$ cat src/epsm_pkg.sv
package epsm_pkg;

    localparam int AVG_SAMPLES = 40;
    localparam int PERIOD_BITS = 24;

    localparam int CNT_W     = 16;
    localparam int SUM_W     = PERIOD_BITS + $clog2(AVG_SAMPLES);
    localparam int ACC_W     = (SUM_W > CNT_W) ? SUM_W : CNT_W;
    localparam int BAND_W    = PERIOD_BITS + 2;
    localparam int THR_W     = PERIOD_BITS + 2;
    localparam int PCT_W     = 8;
    localparam int PROD_W    = PERIOD_BITS + PCT_W;
    localparam int PCT_BASE  = 100;

    localparam logic [CNT_W-1:0] CNT_MAX = '1;

    localparam int AVG_SHIFT   = ACC_W + $clog2(AVG_SAMPLES);
    localparam int AVG_RECIP_W = ACC_W + 1;
    localparam logic [AVG_RECIP_W-1:0] AVG_RECIP =
        AVG_RECIP_W'(((64'd1 << AVG_SHIFT) + 64'(AVG_SAMPLES) - 64'd1) / 64'(AVG_SAMPLES));

    localparam int PCT_SHIFT   = PROD_W + $clog2(PCT_BASE);
    localparam int PCT_RECIP_W = PCT_SHIFT - $clog2(PCT_BASE) + 1;
    localparam logic [PCT_RECIP_W-1:0] PCT_RECIP =
        PCT_RECIP_W'(((64'd1 << PCT_SHIFT) + 64'(PCT_BASE) - 64'd1) / 64'(PCT_BASE));

    localparam logic [2:0] REQ_SAMPLE       = 3'd0;
    localparam logic [2:0] REQ_RESTART      = 3'd1;
    localparam logic [2:0] REQ_TIMEOUT      = 3'd2;
    localparam logic [2:0] REQ_WRITE_STATUS = 3'd3;
    localparam logic [2:0] REQ_CLEAR_FLAG   = 3'd4;

    localparam logic [2:0] ST_START    = 3'd0;
    localparam logic [2:0] ST_TIMEOUT  = 3'd1;
    localparam logic [2:0] ST_UNSTABLE = 3'd2;
    localparam logic [2:0] ST_STABLE   = 3'd3;
    localparam logic [2:0] ST_THROW    = 3'd4;

    localparam logic [1:0] CFG_SKIP_COUNT  = 2'd0;
    localparam logic [1:0] CFG_CHECK_COUNT = 2'd1;
    localparam logic [1:0] CFG_STABLE_PCT  = 2'd2;
    localparam logic [1:0] CFG_THROW_PCT   = 2'd3;

    typedef struct packed {
        logic [7:0] skip_count;
        logic [7:0] check_count;
        logic [6:0] stable_pct;
        logic [7:0] throw_pct;
    } cfg_t;

    typedef struct packed {
        logic [CNT_W-1:0] cnt;
        logic [ACC_W-1:0] acc;
        logic [2:0]       status;
        logic             detect;
        logic [THR_W-1:0] thr;
    } mon_state_t;

    typedef struct packed {
        logic                   busy;
        logic                   avg_done;
        logic [PERIOD_BITS-1:0] avg_quot;
        logic [PERIOD_BITS-1:0] average;
        logic [BAND_W-1:0]      band_high;
        logic [PERIOD_BITS-1:0] band_low;
        logic [THR_W-1:0]       throw_off;
    } scale_t;

endpackage

$ cat src/epsm_step.sv
module epsm_step (
    input  logic [2:0]                      req_type,
    input  logic [epsm_pkg::PERIOD_BITS-1:0] period,
    input  logic [15:0]                     count_value,
    input  logic [2:0]                      status_value,
    input  epsm_pkg::cfg_t                  cfg,
    input  epsm_pkg::scale_t                scl,
    input  epsm_pkg::mon_state_t            cur,
    output epsm_pkg::mon_state_t            nxt,
    output logic                            start_avg
);

    logic [epsm_pkg::CNT_W-1:0] cnt_inc;
    logic [epsm_pkg::CNT_W-1:0] skip_ext;
    logic [epsm_pkg::CNT_W-1:0] skip_first;
    logic [epsm_pkg::CNT_W-1:0] avg_end;
    logic [epsm_pkg::CNT_W-1:0] win_end;
    logic [7:0]                 chk;
    logic [epsm_pkg::ACC_W-1:0] run_inc;
    logic [epsm_pkg::ACC_W-1:0] p_acc;
    logic [epsm_pkg::BAND_W-1:0] p_band;
    logic [epsm_pkg::THR_W-1:0] p_thr;
    logic [epsm_pkg::THR_W-1:0] thr_new;

    always_comb begin
        cnt_inc    = (cur.cnt == epsm_pkg::CNT_MAX) ? cur.cnt
                                                   : cur.cnt + epsm_pkg::CNT_W'(1);
        chk        = (cfg.check_count == 8'd0) ? 8'd1 : cfg.check_count;
        skip_ext   = epsm_pkg::CNT_W'(cfg.skip_count);
        skip_first = skip_ext + epsm_pkg::CNT_W'(1);
        avg_end    = skip_ext + epsm_pkg::CNT_W'(epsm_pkg::AVG_SAMPLES);
        win_end    = avg_end + epsm_pkg::CNT_W'(chk);
        run_inc    = (cur.acc < epsm_pkg::ACC_W'(epsm_pkg::CNT_MAX))
                     ? cur.acc + epsm_pkg::ACC_W'(1) : cur.acc;
        p_acc      = epsm_pkg::ACC_W'(period);
        p_band     = epsm_pkg::BAND_W'(period);
        p_thr      = epsm_pkg::THR_W'(period);
        thr_new    = epsm_pkg::THR_W'(scl.average) + scl.throw_off;

        nxt       = cur;
        start_avg = 1'b0;

        unique case (req_type)
            epsm_pkg::REQ_SAMPLE: begin
                nxt.cnt = cnt_inc;
                if (cnt_inc > skip_ext) begin
                    priority if (cnt_inc <= avg_end) begin
                        nxt.acc   = (cnt_inc == skip_first) ? p_acc : cur.acc + p_acc;
                        start_avg = (cnt_inc == avg_end);
                    end else if (cnt_inc < win_end) begin
                        if (p_band > scl.band_high || period < scl.band_low) begin
                            nxt.status = epsm_pkg::ST_UNSTABLE;
                        end
                    end else if (cnt_inc == win_end) begin
                        nxt.status = epsm_pkg::ST_STABLE;
                        nxt.thr    = thr_new;
                        nxt.acc    = '0;
                    end else begin
                        if (p_thr >= cur.thr) begin
                            nxt.status = epsm_pkg::ST_THROW;
                            nxt.detect = 1'b1;
                            nxt.acc    = '0;
                        end else if (p_band < scl.band_high && period > scl.band_low) begin
                            nxt.acc = run_inc;
                            if (run_inc >= epsm_pkg::ACC_W'(chk)) begin
                                nxt.status = epsm_pkg::ST_STABLE;
                            end
                        end
                    end
                end
            end
            epsm_pkg::REQ_RESTART: begin
                nxt.cnt = count_value;
            end
            epsm_pkg::REQ_TIMEOUT: begin
                nxt.status = epsm_pkg::ST_TIMEOUT;
            end
            epsm_pkg::REQ_WRITE_STATUS: begin
                if (status_value <= epsm_pkg::ST_THROW) begin
                    nxt.status = status_value;
                end
            end
            epsm_pkg::REQ_CLEAR_FLAG: begin
                nxt.detect = 1'b0;
            end
            default: begin
                nxt = cur;
            end
        endcase
    end

endmodule

$ cat config.mk
export PLATFORM = sky130hd
export DESIGN_NAME = epsm_step
export DESIGN_NICKNAME = d
export VERILOG_FILES = /design/src/epsm_pkg.sv /design/src/epsm_step.sv
export SDC_FILE = /design/constraint.sdc
export NUM_CORES = 1
export LEC_CHECK = 0
export BUFFER_PORTS_ARGS = -buffer_cell sky130_fd_sc_hd__buf_2
export CAP_MARGIN = 20
export CELL_PAD_IN_SITES_DETAIL_PLACEMENT = 0
export CELL_PAD_IN_SITES_GLOBAL_PLACEMENT = 1
export CORE_ASPECT_RATIO = 0.9
export CORE_MARGIN = 5
export CORE_UTILIZATION = 27
export DETAILED_ROUTE_END_ITERATION = 6
export GPL_TIMING_DRIVEN = 0
export PLACE_DENSITY_LB_ADDON = 0.1
export SYNTH_ARGS = -nofsm -noshare
export SYNTH_HDL_FRONTEND = slang
export SYNTH_SLANG_ARGS = --single-unit
$ cat constraint.sdc
create_clock -name vclk -period 10.45
set_input_delay 2.09 -clock vclk [all_inputs]
set_output_delay 2.09 -clock vclk [all_outputs]
set_load 0.02 [all_outputs]
==> metrics.sh <==
STATUS='finished clean'
WIRELENGTH_UM=36900
GRT_ANTENNA_BEFORE_REPAIR=4
VIA_COUNT=10447
RSZ0062_AT_GRT='false'
SETUP-TNS-FINAL_NS=0
WORST_PATH_ARRIVAL_TIME_NS=7.87
HOLDPATHEND='nxt[58]'
PLACEMENT.IO_BUFFERS=310
CTS-HOLD-FIX-BUFFERS=0
SYNTH_WARNINGS=0
YOSYSTOPAREACELLSHARE=0.239
VIASPERCELL=5.19
WORSTPATHREQUIRED_NS=8.36
FINALCRITICALPERIOD_NS=9.96
ROUTABILITYCONGESTION=0.884
DESIGN.DIE.AREA_UM2=35500
RELATIVE_SLEW_MARGINS=0.426
FINALSETUPVIOLATIONS=0
SYNTHDISTINCTLIBCELLS=88
MAX_STAGE_DELAY_NS=0.71
WORSTHOLDPATHTYPE='input pin to output pin'
PATH_CELLS='buf_2 > ha_1 > nand3_2 > buf_6 > nor4_4 > nand2_1 > a31oi_1 > ha_1 > a21o_1 > a21o_1 > a21o_1 > a221oi_1 > a31oi_2 > nand3_1 > or2_1 > buf_2 > clkbuf_1 > nand2_1 > o21ai_0 > buf_2'
SYNTHESIS.INSTANCES=1285
NETLIST_AREA_PRE_PLACE_UM2=8590
PATH_DELAY_FAMILY='compound AO/OA/AOI/OAI gates'
PLACEABLE_CORE_REGION_UM2=31700
LAYOUT.CORE_UTILIZATION=0.337
PIN_COUNT=356
DRT_PRE_ANTENNA_ITERS=7
OVERFLOW=0
TIMING.FINAL.HOLD_VIOLATIONS=0
DRT-WIRELENGTH-PER-CELL_UM=18.3
POSTCTSSETUPBUFFERS=0
HOLD_PATH_DEPTH=3
N_SEQUENTIAL_CELL=0
WORST-PATH-BUF-INV=5
NUM-CLOCK-BUFFERS=0
FINAL_LAYOUT_SIZE_SUFFIX_GT1_FRAC=0.224
GRT_PASS1_WL_UM=54700
LAYOUT_WORST_PATH_CYCLE_SHARE=0.953
AVGSYNTHCELLAREA_UM2=6.69
GRT_USE_TOTAL=0.190
CRIT_PATH_TOP_DELAY_CELL='a221oi_1'
SEQUENTIAL_CELL_AREA_UM2=0
WORST_IR_DROP_VDD_V=0.0000215
ANT_NETS=0
STD_CELL_ROWS=62
CRITICAL_PATH.ENDPOINT_TYPE='output pin'
PATH_CLASS='input pin to output pin'
PLACE.DETAILED.INSTANCES=2011
POST_SYNTH_MAIN_AREA_CONTRIBUTORS='ha_1 (24%), o21ai_0 (6.6%), a21oi_1 (5.6%), nand2_1 (5.5%), inv_1 (5.2%)'
POST_LAYOUT_NONFILLER_INSTANCES=2012
FIRST_GLOBAL_VIAS=9796
PLACE.DETAILED.HPWL_UM=32600
MAPPEDNETLISTNETS=1731
CRITICAL_PATH.STARTPOINT_TYPE='input pin'
MAX_SLEW.WORST_PIN.SLEW_NS=0.850
SLEW_VIOLATIONS=0
DRT_ITER0_DRC=508
STANDBY_LEAKAGE_POWER_nW=5.30
NETS=2043
FLOORPLAN.INITIALDENSITY=0.271
POST-SYNTH-TOP-AREA-CELL='ha_1'
SYNTH_SEQ_AREA_SHARE=0
N_FILL_CELL=3607
FIN_TOTAL_PWR_mW=0.502
MULTIINPUTGATEAREA_UM2=7910
LARGEST_NET_DEGREE_AT_THE_START_OF_GLOBAL_ROUTING=11
SYN_TO_LAYOUT_AREA_DELTA_PCT=24.1
DIE_WIDTH_UM=198
POWER_PER_CELL_AREA_nW_PER_UM2=47.1
MAX-CAP-VIOLATIONS=0
TIMING.CRITICAL_PATH.FANOUT_MAX=10
POST_CTS_RESIZED=0
VERT_DIE_DIM_UM=179
PLACEDINSTANCEAREA_UM2=10700
FIN_AREA_UM2=10700
DRC=0
HOLDCRITSTARTPOINT='cur[58]'
FMAX_GHz=0.100
==> final cells by class <==
cell class	count	area share
antenna	1	0.000235
buffer	47	0.0211
inverter	122	0.0429
multi-input combinational	1116	0.741
tap	416	0.0488
timing repair buffer	310	0.145
==> power by group <==
part	internal, mW	total (mW)	switching, mW
Sequential	0	0	0
Clock	0.0000000128	0.0000000128	0
Combinational	0.206	0.502	0.296
Total	0.206	0.502	0.296
==> how the worst max path moves through the flow <==
| stage | start | end | slack [ns] | depth (start not counted) |
|---|---|---|---|---|
| after floorplan | cfg[19] | nxt[54] | 2.18 | 22 |
| after global placement | cur[61] | nxt[22] | 0.45 | 20 |
| after detailed placement | cur[61] | nxt[22] | 0.51 | 20 |
| after CTS | cur[61] | nxt[22] | 0.49 | 20 |
| after global routing | cur[61] | nxt[22] | 0.09 | 20 |
| final | cur[60] | nxt[22] | 0.49 | 20 |
==> per-stage QoR <==
stage                     worst slack [ns]  hold WS, ns
after CTS                            0.487         4.53
after floorplan                       2.18         4.34
after global routing                0.0948         4.57
after detailed placement             0.507         4.53
final                                0.490         4.53
after global placement               0.451         4.53
==> worst min-delay path, cell delays in order <==
cell,delay (ns)
buf_2,0.12
a31oi_1,0.07
buf_2,0.16
==> cell usage in the layout (no fill, tap or decap), types with 7 or more instances in the layout <==
cell and n:
nand3_1 55, a2111oi_0 9, xnor2_1 37, o311ai_1 7
o31ai_1 7, nor2b_1 20, mux2i_1 19, buf_2 318
inv_1 119, a21oi_1 96, or3_1 11, nor2_1 71
nor4_1 17, nor3_1 23, and2_1 11, a31oi_1 22
and4_1 8, nand4_1 25, nand2_1 127, xor2_1 26
a21o_1 40, nand2b_1 17, o21a_1 10, clkbuf_1 30
o21ai_1 13, o21ai_0 114, and3_1 16, a211oi_1 18
ha_1 164, a22oi_1 9, o211ai_1 15
==> synthesized netlist by cell type (all sizes together), types with 16 or more instances <==
cell type / count
nor3: 23
nor2: 72
a21oi: 96
a211oi: 20
nand2: 127
ha: 164
nand3: 57
buf: 16
a21o: 40
clkbuf: 31
a31oi: 23
nor4: 19
nor2b: 20
inv: 120
mux2i: 19
xnor2: 37
nand4: 28
nand2b: 17
and3: 16
xor2: 26
o21ai: 127
==> cells by family (layout without fill, tap and decap cells) <==
group / Yosys count / count (layout) / share of synthesized area
XOR/XNOR: 63 / 63 / 0.0642
adder cells (fa/ha/maj): 167 / 167 / 0.246
other: 0 / 1 / 0
buffers and inverters: 169 / 479 / 0.0795
AO/OA/AOI/OAI: 430 / 430 / 0.325
AND/OR/NAND/NOR: 436 / 436 / 0.262
multiplexers: 20 / 20 / 0.0234
==> layer usage <==
| layer | share of wire | vias to the layer above | global-route usage |
|---|---|---|---|
| li1 | - | 5408 | - |
| met1 | 0.53 | 4724 | 0.305 |
| met2 | 0.41 | 287 | 0.283 |
| met3 | 0.056 | 22 | 0.0212 |
| met4 | 0.0052 | 6 | 0.00861 |
| met5 | 0.0011 | - | 0 |
(Power assumes the default switching activity.)
